## src/lvb_pkg.sv

```systemverilog
// Shared types, constants and the level classifier for the level warning LED blinker.
// No dependencies; every other file of the block imports this package.
`default_nettype none

package lvb_pkg;

  // Default blink periods in ticks
  localparam int unsigned SLOW_PERIOD_DEF = 200;
  localparam int unsigned FAST_PERIOD_DEF = 100;

  // Field widths
  localparam int LEVEL_W = 8;
  localparam int TICK_W  = 32;

  // Width of a byte-folded tick: 255 * (1 + 3 * (P - 1)) stays below 2^26 for P <= 65535
  localparam int FOLD_W = 26;

  // Threshold reset values
  localparam logic [LEVEL_W-1:0] HIGH_THRESHOLD_RST = 8'd50;
  localparam logic [LEVEL_W-1:0] LOW_THRESHOLD_RST  = 8'd10;

  // Configuration register indexes
  localparam int CFG_IDX_W = 1;
  typedef enum logic [CFG_IDX_W-1:0] {
    CFG_HIGH_THRESHOLD = 1'b0,
    CFG_LOW_THRESHOLD  = 1'b1
  } cfg_idx_t;

  // Level regions
  typedef enum logic [1:0] {
    REGION_LOW  = 2'd0,
    REGION_MED  = 2'd1,
    REGION_HIGH = 2'd2
  } region_t;

  // Per-channel control for one state update
  typedef struct packed {
    logic    both_high;
    region_t region;
  } chan_step_t;

  // High test takes precedence over the low test
  function automatic region_t classify(input logic [LEVEL_W-1:0] level,
                                       input logic [LEVEL_W-1:0] hi,
                                       input logic [LEVEL_W-1:0] lo);
    region_t r;
    if (level > hi) begin
      r = REGION_HIGH;
    end else if (level <= lo) begin
      r = REGION_LOW;
    end else begin
      r = REGION_MED;
    end
    return r;
  endfunction

endpackage

`default_nettype wire

```

## src/lvb_mod.sv

```systemverilog
// Four-stage pipeline that reduces a 32-bit tick modulo a constant period.
// Depends on lvb_pkg; stage loads are driven by the top level's pipeline control.
`default_nettype none

module lvb_mod #(
  parameter int unsigned PERIOD = lvb_pkg::SLOW_PERIOD_DEF,
  localparam int RW = $clog2(PERIOD + 1)
) (
  input  wire logic                      clk,
  input  wire logic [3:0]                load,
  input  wire logic [lvb_pkg::TICK_W-1:0] tick,
  output logic      [RW-1:0]             residue
);
  import lvb_pkg::*;

  localparam int PROD_W = 2 * FOLD_W + 1;
  localparam logic [63:0] P64 = 64'(PERIOD);
  // Byte weights 2^(8k) mod PERIOD
  localparam logic [FOLD_W-1:0] C8  = FOLD_W'((64'd1 << 8) % P64);
  localparam logic [FOLD_W-1:0] C16 = FOLD_W'((64'd1 << 16) % P64);
  localparam logic [FOLD_W-1:0] C24 = FOLD_W'((64'd1 << 24) % P64);
  // Reciprocal floor(2^FOLD_W / PERIOD); quotient estimate is low by at most one
  localparam logic [FOLD_W:0] RECIP = (FOLD_W + 1)'((64'd1 << FOLD_W) / P64);
  localparam logic [FOLD_W-1:0] P_F = FOLD_W'(PERIOD);
  localparam logic [RW:0]       P_D = (RW + 1)'(PERIOD);

  logic [FOLD_W-1:0] x0, x1, x2;
  logic [FOLD_W-1:0] q1;
  logic [FOLD_W-1:0] qp2;
  logic [RW-1:0]     r3;

  logic [FOLD_W-1:0] fold;
  logic [PROD_W-1:0] prod;
  logic [RW:0]       diff;
  logic [RW:0]       diff_red;

  // Fold the tick bytes with their weights
  assign fold = FOLD_W'(tick[7:0])
              + FOLD_W'(tick[15:8])  * C8
              + FOLD_W'(tick[23:16]) * C16
              + FOLD_W'(tick[31:24]) * C24;

  // Quotient estimate by reciprocal multiply
  assign prod = PROD_W'(x0) * PROD_W'(RECIP);

  // Remainder lies below twice the period: one conditional subtract
  assign diff     = (RW + 1)'(x2 - qp2);
  assign diff_red = (diff >= P_D) ? (diff - P_D) : diff;

  always_ff @(posedge clk) begin
    if (load[0]) begin
      x0 <= fold;
    end
    if (load[1]) begin
      x1 <= x0;
      q1 <= prod[2*FOLD_W-1:FOLD_W];
    end
    if (load[2]) begin
      x2  <= x1;
      qp2 <= q1 * P_F;
    end
    if (load[3]) begin
      r3 <= diff_red[RW-1:0];
    end
  end

  assign residue = r3;

endmodule

`default_nettype wire

```

## src/lvb_chan.sv

```systemverilog
// Blink state of one warning channel: reference tick and residues, region tracking, toggle.
// Depends on lvb_pkg; tick residues come from two lvb_mod pipelines in the top level.
`default_nettype none

module lvb_chan #(
  parameter int unsigned SLOW_PERIOD = lvb_pkg::SLOW_PERIOD_DEF,
  parameter int unsigned FAST_PERIOD = lvb_pkg::FAST_PERIOD_DEF,
  localparam int RWS = $clog2(SLOW_PERIOD + 1),
  localparam int RWF = $clog2(FAST_PERIOD + 1)
) (
  input  wire logic                       clk,
  input  wire logic                       rst,
  input  wire logic                       upd,
  input  wire lvb_pkg::chan_step_t        step,
  input  wire logic [lvb_pkg::TICK_W-1:0] tick,
  input  wire logic [RWS-1:0]             ts,
  input  wire logic [RWF-1:0]             tf,
  output logic                            led_next
);
  import lvb_pkg::*;

  // 2^32 mod period: correction when the tick distance wraps
  localparam logic [RWS:0] WRAP_S = (RWS + 1)'((64'd1 << TICK_W) % 64'(SLOW_PERIOD));
  localparam logic [RWF:0] WRAP_F = (RWF + 1)'((64'd1 << TICK_W) % 64'(FAST_PERIOD));
  localparam logic [RWS:0] PS_D   = (RWS + 1)'(SLOW_PERIOD);
  localparam logic [RWF:0] PF_D   = (RWF + 1)'(FAST_PERIOD);

  logic [TICK_W-1:0] ref_tick, ref_tick_next;
  logic [RWS-1:0]    ref_rs, ref_rs_next;
  logic [RWF-1:0]    ref_rf, ref_rf_next;
  logic              expect_medium, expect_medium_next;
  logic              toggle, toggle_next;
  logic              led;

  logic          borrow;
  logic [RWS:0]  vs, vs_red;
  logic [RWF:0]  vf, vf_red;
  logic          hit_s, hit_f;
  logic          flip;

  // Distance is a multiple of the period when residues match after wrap correction
  assign borrow = tick < ref_tick;
  assign vs     = (RWS + 1)'(ts) + (borrow ? WRAP_S : '0);
  assign vs_red = (vs >= PS_D) ? (vs - PS_D) : vs;
  assign hit_s  = vs_red[RWS-1:0] == ref_rs;
  assign vf     = (RWF + 1)'(tf) + (borrow ? WRAP_F : '0);
  assign vf_red = (vf >= PF_D) ? (vf - PF_D) : vf;
  assign hit_f  = vf_red[RWF-1:0] == ref_rf;

  // Next state of the channel
  always_comb begin
    ref_tick_next      = ref_tick;
    ref_rs_next        = ref_rs;
    ref_rf_next        = ref_rf;
    expect_medium_next = expect_medium;
    toggle_next        = toggle;
    led_next           = led;
    flip               = 1'b0;
    priority if (step.both_high) begin
      led_next = 1'b0;
    end else begin
      unique case (step.region)
        REGION_HIGH: begin
          toggle_next = 1'b0;
          led_next    = 1'b0;
        end
        REGION_MED: begin
          // entry into medium flips at once
          flip               = expect_medium || hit_s;
          expect_medium_next = 1'b0;
        end
        REGION_LOW: begin
          flip               = !expect_medium || hit_f;
          expect_medium_next = 1'b1;
        end
        default: begin
          led_next = led;
        end
      endcase
      if (flip) begin
        toggle_next   = !toggle;
        led_next      = !toggle;
        ref_tick_next = tick;
        ref_rs_next   = ts;
        ref_rf_next   = tf;
      end
    end
  end

  always_ff @(posedge clk) begin
    if (rst) begin
      ref_tick      <= '0;
      ref_rs        <= '0;
      ref_rf        <= '0;
      expect_medium <= 1'b1;
      toggle        <= 1'b0;
      led           <= 1'b0;
    end else if (upd) begin
      ref_tick      <= ref_tick_next;
      ref_rs        <= ref_rs_next;
      ref_rf        <= ref_rf_next;
      expect_medium <= expect_medium_next;
      toggle        <= toggle_next;
      led           <= led_next;
    end
  end

endmodule

`default_nettype wire

```

## src/level_warning_led_blinker_top.sv

```systemverilog
// Level warning LED blinker, top level: stream channels, config registers, pipeline control.
// Depends on lvb_pkg, lvb_mod (tick residues) and lvb_chan (per-channel blink state).
//
// Use:
//   s_axis carries one request per update: battery level, fuel level and tick count.
//   m_axis returns one result per request, in order: LED drives and low flags.
//   cfg writes high_threshold (index 0) or low_threshold (index 1); cfg_ready is
//   always high. Write only while no request is in flight.
// Path to m_axis_tvalid: after input accept, the residue pipeline stages
//   (byte fold, reciprocal multiply, quotient times period, final subtract) reduce
//   the tick modulo both periods; then the state update compares stored reference
//   residues and writes the result register.
// Throughput: one request per cycle while m_axis_tready does not hold results back.
// Reset: thresholds return to 50 and 10, both channels go to reference tick 0,
//   toggle off, expecting a medium entry; the pipeline empties.
// Stall: while m_axis_tready is low, results back up one stage at a time; each
//   empty stage still takes a request, and s_axis_tready drops only when all
//   five stages hold an item.
`default_nettype none

module level_warning_led_blinker_top #(
  parameter int unsigned SLOW_PERIOD = lvb_pkg::SLOW_PERIOD_DEF,
  parameter int unsigned FAST_PERIOD = lvb_pkg::FAST_PERIOD_DEF
) (
  input  wire logic                          clk,
  input  wire logic                          rst,
  // input stream
  input  wire logic                          s_axis_tvalid,
  output logic                               s_axis_tready,
  // tdata, low bit up: battery_level[7:0], fuel_level[15:8], tick[47:16]
  input  wire logic [47:0]                   s_axis_tdata,
  // result stream
  output logic                               m_axis_tvalid,
  input  wire logic                          m_axis_tready,
  // tdata, low bit up: led_fuel, led_battery, led_ok, battery_low, fuel_low, zeros
  output logic      [7:0]                    m_axis_tdata,
  // configuration writes
  input  wire logic                          cfg_valid,
  output logic                               cfg_ready,
  input  wire logic [lvb_pkg::CFG_IDX_W-1:0] cfg_index,
  input  wire logic [lvb_pkg::LEVEL_W-1:0]   cfg_data
);
  import lvb_pkg::*;

  localparam int RWS    = $clog2(SLOW_PERIOD + 1);
  localparam int RWF    = $clog2(FAST_PERIOD + 1);
  localparam int STAGES = 4;

  // Configuration registers
  logic [LEVEL_W-1:0] high_threshold;
  logic [LEVEL_W-1:0] low_threshold;

  assign cfg_ready = 1'b1;

  always_ff @(posedge clk) begin
    if (rst) begin
      high_threshold <= HIGH_THRESHOLD_RST;
      low_threshold  <= LOW_THRESHOLD_RST;
    end else if (cfg_valid && cfg_ready) begin
      unique case (cfg_idx_t'(cfg_index))
        CFG_HIGH_THRESHOLD: high_threshold <= cfg_data;
        CFG_LOW_THRESHOLD:  low_threshold  <= cfg_data;
      endcase
    end
  end

  // Pipeline control: each stage loads when empty or when its item moves on
  logic [STAGES-1:0] stage_valid;
  logic [STAGES-1:0] take;
  logic [STAGES-1:0] adv;
  logic [STAGES-1:0] load;
  logic              out_valid;
  logic              out_load;

  assign out_load = stage_valid[STAGES-1] && (!out_valid || m_axis_tready);

  always_comb begin
    for (int k = 0; k < STAGES; k++) begin
      take[k] = 1'b0;
      adv[k]  = 1'b0;
    end
    adv[STAGES-1]  = out_load;
    take[STAGES-1] = !stage_valid[STAGES-1] || out_load;
    for (int k = STAGES - 2; k >= 0; k--) begin
      adv[k]  = stage_valid[k] && take[k+1];
      take[k] = !stage_valid[k] || adv[k];
    end
  end

  assign s_axis_tready = take[0];
  assign load[0]       = s_axis_tvalid && s_axis_tready;
  assign load[STAGES-1:1] = adv[STAGES-2:0];

  always_ff @(posedge clk) begin
    if (rst) begin
      stage_valid <= '0;
      out_valid   <= 1'b0;
    end else begin
      for (int k = 0; k < STAGES; k++) begin
        if (load[k]) begin
          stage_valid[k] <= 1'b1;
        end else if (adv[k]) begin
          stage_valid[k] <= 1'b0;
        end
      end
      if (out_load) begin
        out_valid <= 1'b1;
      end else if (m_axis_tready) begin
        out_valid <= 1'b0;
      end
    end
  end

  // Payload travelling alongside the residue pipeline
  logic [LEVEL_W-1:0] batt_stage [STAGES];
  logic [LEVEL_W-1:0] fuel_stage [STAGES];
  logic [TICK_W-1:0]  tick_stage [STAGES];

  always_ff @(posedge clk) begin
    if (load[0]) begin
      batt_stage[0] <= s_axis_tdata[7:0];
      fuel_stage[0] <= s_axis_tdata[15:8];
      tick_stage[0] <= s_axis_tdata[47:16];
    end
    for (int k = 1; k < STAGES; k++) begin
      if (load[k]) begin
        batt_stage[k] <= batt_stage[k-1];
        fuel_stage[k] <= fuel_stage[k-1];
        tick_stage[k] <= tick_stage[k-1];
      end
    end
  end

  // Tick residues for both periods
  logic [RWS-1:0] tick_rs;
  logic [RWF-1:0] tick_rf;

  lvb_mod #(.PERIOD(SLOW_PERIOD)) u_mod_slow (
    .clk     (clk),
    .load    (load),
    .tick    (s_axis_tdata[47:16]),
    .residue (tick_rs)
  );

  lvb_mod #(.PERIOD(FAST_PERIOD)) u_mod_fast (
    .clk     (clk),
    .load    (load),
    .tick    (s_axis_tdata[47:16]),
    .residue (tick_rf)
  );

  // Classify and update both channels as the item enters the result register
  region_t    batt_region;
  region_t    fuel_region;
  logic       both_high;
  chan_step_t batt_step;
  chan_step_t fuel_step;
  logic       led_battery_next;
  logic       led_fuel_next;

  assign batt_region = classify(batt_stage[STAGES-1], high_threshold, low_threshold);
  assign fuel_region = classify(fuel_stage[STAGES-1], high_threshold, low_threshold);
  assign both_high   = (batt_region == REGION_HIGH) && (fuel_region == REGION_HIGH);
  assign batt_step   = '{both_high: both_high, region: batt_region};
  assign fuel_step   = '{both_high: both_high, region: fuel_region};

  lvb_chan #(.SLOW_PERIOD(SLOW_PERIOD), .FAST_PERIOD(FAST_PERIOD)) u_chan_batt (
    .clk      (clk),
    .rst      (rst),
    .upd      (out_load),
    .step     (batt_step),
    .tick     (tick_stage[STAGES-1]),
    .ts       (tick_rs),
    .tf       (tick_rf),
    .led_next (led_battery_next)
  );

  lvb_chan #(.SLOW_PERIOD(SLOW_PERIOD), .FAST_PERIOD(FAST_PERIOD)) u_chan_fuel (
    .clk      (clk),
    .rst      (rst),
    .upd      (out_load),
    .step     (fuel_step),
    .tick     (tick_stage[STAGES-1]),
    .ts       (tick_rs),
    .tf       (tick_rf),
    .led_next (led_fuel_next)
  );

  // Result register
  logic [7:0] out_data;

  always_ff @(posedge clk) begin
    if (out_load) begin
      out_data <= {3'b000,
                   fuel_region == REGION_LOW,
                   batt_region == REGION_LOW,
                   both_high,
                   led_battery_next,
                   led_fuel_next};
    end
  end

  assign m_axis_tvalid = out_valid;
  assign m_axis_tdata  = out_data;

`ifndef NO_ASSERTIONS
  // Result register is empty right after reset
  a_reset_empty: assert property (@(posedge clk) rst |=> !m_axis_tvalid)
    else $error("result valid after reset");

  // OK LED excludes warning LEDs and low flags
  a_ok_exclusive: assert property (@(posedge clk) disable iff (rst)
    (m_axis_tvalid && m_axis_tdata[2]) |-> (m_axis_tdata[1:0] == 2'b00 &&
                                            m_axis_tdata[4:3] == 2'b00))
    else $error("OK LED with a warning active");

  // A blocked last stage keeps its item
  a_last_stage_hold: assert property (@(posedge clk) disable iff (rst)
    (stage_valid[STAGES-1] && !out_load) |=>
      (stage_valid[STAGES-1] && $stable(tick_stage[STAGES-1])))
    else $error("last pipeline stage overwritten");

  // Input is refused only when every stage is occupied
  a_ready_full: assert property (@(posedge clk) disable iff (rst)
    !s_axis_tready |-> (stage_valid == '1 && out_valid))
    else $error("input stalled with room in the pipeline");
`endif

endmodule

`default_nettype wire

```

## config.mk

```make
export PLATFORM = sky130hd
export DESIGN_NAME = level_warning_led_blinker_top
export DESIGN_NICKNAME = d
export VERILOG_FILES = /design/src/lvb_pkg.sv /design/src/lvb_mod.sv /design/src/lvb_chan.sv /design/src/level_warning_led_blinker_top.sv
export SDC_FILE = /design/constraint.sdc
export NUM_CORES = 1
export LEC_CHECK = 0
export BUFFER_PORTS_ARGS = -buffer_cell sky130_fd_sc_hd__clkbuf_2
export CAP_MARGIN = 20
export CORE_MARGIN = 5
export CORE_UTILIZATION = 50
export CTS_CLUSTER_SIZE = 24
export DETAILED_ROUTE_END_ITERATION = 7
export HOLD_SLACK_MARGIN = 0.08
export PLACE_DENSITY = 0.77
export SLEW_MARGIN = 15
export SYNTH_ARGS = -nofsm -noshare
export SYNTH_HDL_FRONTEND = slang
export SYNTH_SLANG_ARGS = --single-unit
```

## constraint.sdc

```tcl
create_clock -name clk -period 7.3 [get_ports clk]
set_input_delay 0.365 -clock clk [delete_from_list [all_inputs] [get_ports clk]]
set_output_delay 0.365 -clock clk [all_outputs]
set_load 0.02 [all_outputs]
```

==> results of run 1 <==
[registers in the layout, summed over array words and instances (netlist names), 9 cells and up]
| name | flops |
|---|---|
| batt_stage | 32 |
| fuel_stage | 32 |
| tick_stage | 116 |
| u_chan_batt.ref_tick | 29 |
| u_chan_fuel.ref_tick | 29 |
| u_mod_fast.x0 | 14 |
| u_mod_slow.x0 | 17 |
| u_mod_slow.x1 | 9 |
| u_mod_slow.x2 | 9 |
[worst paths after layout]
| kind | start | to | slack [ns] | cells after the start |
|---|---|---|---|---|
| min | s_axis_tdata[31] | tick_stage[0][15] | 0.11 | 1 |
| max | u_mod_slow.residue[1] | u_chan_fuel.ref_tick[16] | 0.46 | 26 |
| min reg2reg | batt_stage[1][1] | batt_stage[2][1] | 0.40 | 0 |
| max reg2reg | u_mod_slow.residue[1] | u_chan_fuel.ref_tick[16] | 0.46 | 26 |
[per-stage QoR]
stage,util,std cells,worst slack (ns),hold WS (ns),cell area (µm²)
detailed placement,0.525,3176,0.390,0.405,29500
CTS,0.557,3289,0.298,0.0802,31300
global placement,0.525,3176,0.600,0.401,29500
floorplan,-,2379,0.621,0.400,28400
global route,0.557,3289,0.0675,0.0884,31300
finish,0.557,3289,0.456,0.106,31300
[cell usage after synthesis (all sizes together), types with 20 or more instances]
cell,count
nor2,145
nand4,21
xor2,30
ha,451
fa,237
mux2i,83
edfxtp,283
nand2,75
clkbuf,20
nor2b,25
inv,390
o21ai,56
xnor2,88
nand3,26
dfxtp,111
a21oi,105
nand2b,26
a21o,38
[metal layers]
metal	GRT usage	part of all wire	vias to the layer above
met1	0.235	0.41	8641
met2	0.342	0.52	323
met3	0.0266	0.037	105
met5	0	0	-
met4	0.0529	0.026	0
li1	-	-	8348
[worst max-delay path: cells and delay by family, from the launching register on]
family / cells / cell delay (ns)
AOI/OAI and AO/OA: 15 / 2.83
adders and majority gates: 3 / 1.05
buffers and inverters: 2 / 0.54
DFF: 1 / 0.50
muxes: 2 / 0.73
and+or+nand+nor: 4 / 1.01
[area by class of cell]
type / instances / share of cell area
inverters: 390 / 0.0467
well taps: 756 / 0.0302
repair buffers: 115 / 0.0254
clock inverters: 23 / 0.00914
multi-input cells: 1560 / 0.511
clock buffers: 51 / 0.0352
flip-flops and latches: 394 / 0.342
[cells by family (layout without fill, tap and decap cells)]
group           Yosys count  after routing
simple gates            374            374
compound gates          290            290
mux                      85             85
other cells               2              4
fa+ha+maj               688            688
flops                   394            394
xor+xnor                119            119
buf+inv                 425            579
[what timing repair did]
item,in CTS,in global routing
endpoints found under the hold margin,45,0
hold buffers,39,0
buffers inserted,0,0
resized for setup,0,2
endpoints found under the setup margin,0,43
==> summary.txt, run 1 <==
Drt
  – Drt via density: approximately 5.3
  – Starting DRT DRC Count: about 750
  – Via Count: between 15000 and 20000
  – Post-route DRC: 0
  – Iteration count of the initial detailed-routing pass: 5
  – Number of nets with antenna violations after detailed routing: 0
  – Total Wirelength: around 56000 µm
  – Routed WL per cell: 17.2 µm

Cells and area
  – Register cell area after layout: 0.0107 mm²
  – Diode insertion count for antenna repair: 0
  – Fillcell total: 4507
  – Layout cell share with drive strength beyond 1: 0.0655
  – Leading cell type in the layout, fill and taps excluded: ha_1
  – Growth of design area from synthesis to finish: 10.4%
  – Final net count: 3252
  – Multi-input gate area in the final layout: around 0.016 mm²
  – Commonest cells after routing, fill and taps aside: ha_1 (451), inv_1 (390), edfxtp_1 (283)

Clocking
  – Clk Latency, worst-skew pair: around 0.54 ns
  – Number of buffers inserted during clock tree synthesis: between 40 and 50
  – Clock tree from TritonCTS: yes
  – Clk sinks: just under 400
  – Clock Tree Root: clkbuf_16
  – Clock slew at reported path FFs: approximately 0.06 ns
  – Clock tree buffer depth: 3
  – Htree depth: 2

Logic synthesis
  – Leading area contributor after synthesis: edfxtp_1
  – Fraction of registers with async set or reset after synthesis: 0
  – Synthesized cell area: ~0.028 mm²
  – Number of enable flip-flop cells after synthesis: between 200 and 300
  – Post-synthesis share of cell area spent on and, or, nand and nor gates: 0.0628
  – Synth Area in XOR/XNOR: 0.0372
  – Leading cell types by total area after synthesis: edfxtp_1 (30%), ha_1 (20%), fa_1 (17%)
  – Synthesis-stage register bit count: 394
  – Synthesized area per cell: 11.9 µm²
  – Arithmetic-cell share of the synthesized area counting full adders, half adders and majority gates: 0.366
  – Dominant register cell in the synthesized netlist: edfxtp_1
  – Dominant combinational cell family by area after synthesis: adder cells
  – Number of cells produced by synthesis: 2377
  – Compound-cell area share of the yosys netlist: 0.0659
  – Portion of netlist area occupied by mux cells: 0.0305
  – Sequential element share of the synthesized area: 0.378
  – Unique cell type count in the Yosys netlist: 73
  – Share of the synthesized area in the top cell type: 0.299
  – Yosys synthesis warning count: 0

Floorplan
  – Number of rows created at floorplan: 87
  – Die Height: approximately 250 µm
  – Die area: 0.0616 mm²
  – Ports: 73
  – Initial core utilization: 0.504
  – Die width: 248 µm
  – Core region area: between 0.05 and 0.06 mm²

STA
  – Final worst-path cycle share: 0.938
  – Least-Margin Pin Slew: about 1.1 ns
  – Rel. slew slack: 0.264
  – Fmax: ~0.15 GHz
  – Setup violations, final: 0
  – Number of endpoints with negative hold slack in the final report: 0
  – Post-Route Skew: between 0.02 and 0.025 ns
  – Number of max-slew violations in the final report: 0
  – Setup repair after global routing missed its margin: no
  – Total Negative Setup Slacks: 0 ns
  – Fin crit period: 6.84 ns

Setup path
  – Data required time of the critical path: approximately 7.7 ns
  – Maximum net fanout on the critical path: 50
  – Class of the most critical setup path: flip-flop to flip-flop
  – Worst path slowest cell: or4b_2
  – CP endpoint kind: flip-flop
  – Kind of start point of the critical path: flip-flop
  – Slowest cell delay on critical path: around 0.67 ns
  – Data arrival at the endpoint of the critical path: ~7.2 ns
  – Crit-path most repeated cell: o21a_1

Place
  – Number of input and output port buffers inserted: ~70
  – Global placer's final weighted congestion: around 0.89
  – Detail Placement HPWL: about 43000 µm

Global routing
  – Antenna violations before repair: 0
  – Pin count of the biggest net entering global routing: 112
  – Wire length of the first global-routing pass: approximately 94000 µm
  – Global-route total usage across every layer: 0.188
  – Vias in the first global route: approximately 19000
  – Gr ovfl total: 0

Outcome
  – Status: finished, final reports clean

Run
  – Max capacitance violation total: 0

Hold path
  – Classification of the worst-slack hold path: input pin to flip-flop
Power of run 1 is not shown: default switching activity piles up to over one toggle a cycle in this logic, so the estimate is an artifact.
==> run 2, diff against run 1 <==
--- a/config.mk
+++ b/config.mk
@@ -12,7 +12,8 @@
 export CTS_CLUSTER_SIZE = 24
 export DETAILED_ROUTE_END_ITERATION = 7
 export HOLD_SLACK_MARGIN = 0.08
-export PLACE_DENSITY = 0.77
+export PLACE_DENSITY = 0.66
+export RECOVER_POWER = 100
 export SLEW_MARGIN = 15
 export SYNTH_ARGS = -nofsm -noshare
 export SYNTH_HDL_FRONTEND = slang
==> run 2 against run 1 <==
Net effect:
- the run now ends with capacitance limit, slew limit left
- die area is the same
- worst setup slack gained 0.018 ns
- clock skew is essentially flat
- hold slack gained 0.087 ns
==> summary.txt, run 2 (synthesis results as in run 1) <==
Cells and area
  – Final net count: around 3300
  – Flip-flop count of the largest register after layout: between 100 and 150
  – Diode insertion count for antenna repair: 0
  – Largest register by flop count: tick_stage
  – Multi-input gate area in the final layout: between 0.015 and 0.02 mm²
  – Layout cell share with drive strength beyond 1: 0.0513
  – Leading cell type in the layout, fill and taps excluded: ha_1
  – Fillcell total: 4686
  – Registers with the most flip-flops: tick_stage x116, batt_stage x32, fuel_stage x32
  – Register cell area after layout: approximately 0.011 mm²
  – Commonest cells after routing, fill and taps aside: ha_1 (451), inv_1 (390), edfxtp_1 (283)
  – Growth of design area from synthesis to finish: 11.1%

Run
  – Max capacitance violation total: 4

Outcome
  – Status: finished with violations
  – Violations in the final reports: capacitance limit, slew limit

Drt
  – Total Wirelength: ~56000 µm
  – Via Count: 17200
  – Number of nets with antenna violations after detailed routing: 0
  – Routed WL per cell: between 15 and 20 µm
  – Starting DRT DRC Count: 764
  – Post-route DRC: 0
  – Iteration count of the initial detailed-routing pass: 5
  – Drt via density: approximately 5.2

Global routing
  – Global-route total usage across every layer: 0.188
  – Gr ovfl total: 0
  – Vias in the first global route: approximately 18000
  – Wire length of the first global-routing pass: slightly above 90000 µm
  – Pin count of the biggest net entering global routing: 95
  – Antenna violations before repair: 0

STA
  – Fin crit period: between 6 and 7 ns
  – Setup violations, final: 0
  – Total Negative Setup Slacks: 0 ns
  – Rel. slew slack: -1.69
  – Post-Route Skew: 0.0201 ns
  – Minimum hold slack: 0.193 ns
  – Final worst-path cycle share: 0.935
  – Number of max-slew violations in the final report: around 260
  – Setup repair after global routing missed its margin: no
  – Least-Margin Pin Slew: just over 4 ns
  – Number of endpoints with negative hold slack in the final report: 0
  – Fmax: 0.147 GHz

Clocking
  – Clock tree from TritonCTS: yes
  – Clock tree buffer depth: 3
  – Clk Latency, worst-skew pair: between 0.5 and 0.6 ns
  – Clock slew at reported path FFs: about 0.06 ns
  – Number of resized instances in the post-cts repair step: 0
  – Clock Tree Root: clkbuf_16
  – Htree depth: 2
  – Clk sinks: ~400
  – Number of buffers inserted during clock tree synthesis: 43

Setup path
  – Data arrival at the endpoint of the critical path: just over 7 ns
  – Kind of start point of the critical path: flip-flop
  – Worst path slowest cell: or4b_2
  – Class of the most critical setup path: flip-flop to flip-flop
  – Data required time of the critical path: ~7.7 ns
  – Slowest cell delay on critical path: between 0.6 and 0.7 ns
  – Maximum net fanout on the critical path: 38
  – Family with the most delay on the worst path: compound AO/OA/AOI/OAI gates
  – CP endpoint kind: flip-flop
  – Worst Path Buf+Inv: 2
  – Crit-path most repeated cell: o21a_1

Place
  – Global placer's final weighted congestion: approximately 0.85
  – Number of input and output port buffers inserted: just under 70
  – Detail Placement HPWL: 43200 µm

Floorplan
  – Core region area: 0.0563 mm²
  – Die width: around 250 µm
  – Number of rows created at floorplan: 87
  – Initial core utilization: 0.504
  – Ports: between 70 and 80
  – Die area: between 0.06 and 0.07 mm²
  – Die Height: roughly 250 µm

Hold path
  – Classification of the worst-slack hold path: input pin to flip-flop
[run 2: cell count changes in the layout (fill, tap and decap cells not counted), sizes merged]
cell	change
dlygate4sd3	+12
bufinv	+2
clkinvlp	+6
buf	-6
clkinv	-3
clkbuf	+10
[run 2: per-layer routing]
| layer | vias to the layer above | part of all wire | global-route usage |
|---|---|---|---|
| met2 | 266 | 0.50 | 0.334 |
| li1 | 8383 | - | - |
| met4 | 0 | 0.025 | 0.0519 |
| met1 | 8422 | 0.44 | 0.246 |
| met5 | - | 0 | 0 |
| met3 | 91 | 0.037 | 0.0241 |
[run 2: layout make-up]
| cell class | instances | share of cell area |
|---|---|---|
| flip-flops and latches | 394 | 0.340 |
| clock inverters | 28 | 0.0129 |
| well taps | 756 | 0.0300 |
| clock buffers | 52 | 0.0362 |
| repair buffers | 130 | 0.0272 |
| inverters | 390 | 0.0464 |
| multi-input cells | 1560 | 0.507 |
[run 2: path summary, 6_finish.rpt]
kind | from | end | slack (ns) | cells past startpoint
max reg2reg | u_mod_slow.residue[1] | u_chan_fuel.ref_tick[22] | 0.47 | 26
max | u_mod_slow.residue[1] | u_chan_fuel.ref_tick[22] | 0.47 | 26
min | s_axis_tdata[28] | tick_stage[0][12] | 0.19 | 1
min reg2reg | tick_stage[2][27] | tick_stage[3][27] | 0.41 | 0
[run 2: through the flow]
step	instance area, µm²	util	setup WS [ns]	cells
after floorplan	28400	-	0.621	2379
after global placement	29600	0.525	0.739	3179
after detailed placement	29600	0.525	0.527	3179
after CTS	31600	0.562	0.461	3310
after global routing	31500	0.560	0.0410	3310
final	31500	0.560	0.474	3310
[run 2: timing repair]
| action | CTS | global route |
|---|---|---|
| hold endpoints to repair | 58 | 0 |
| buffers inserted | 0 | 0 |
| endpoints found under the setup margin | 0 | 0 |
| hold buffers | 51 | 0 |
Power of run 2 is left out for the same reason.
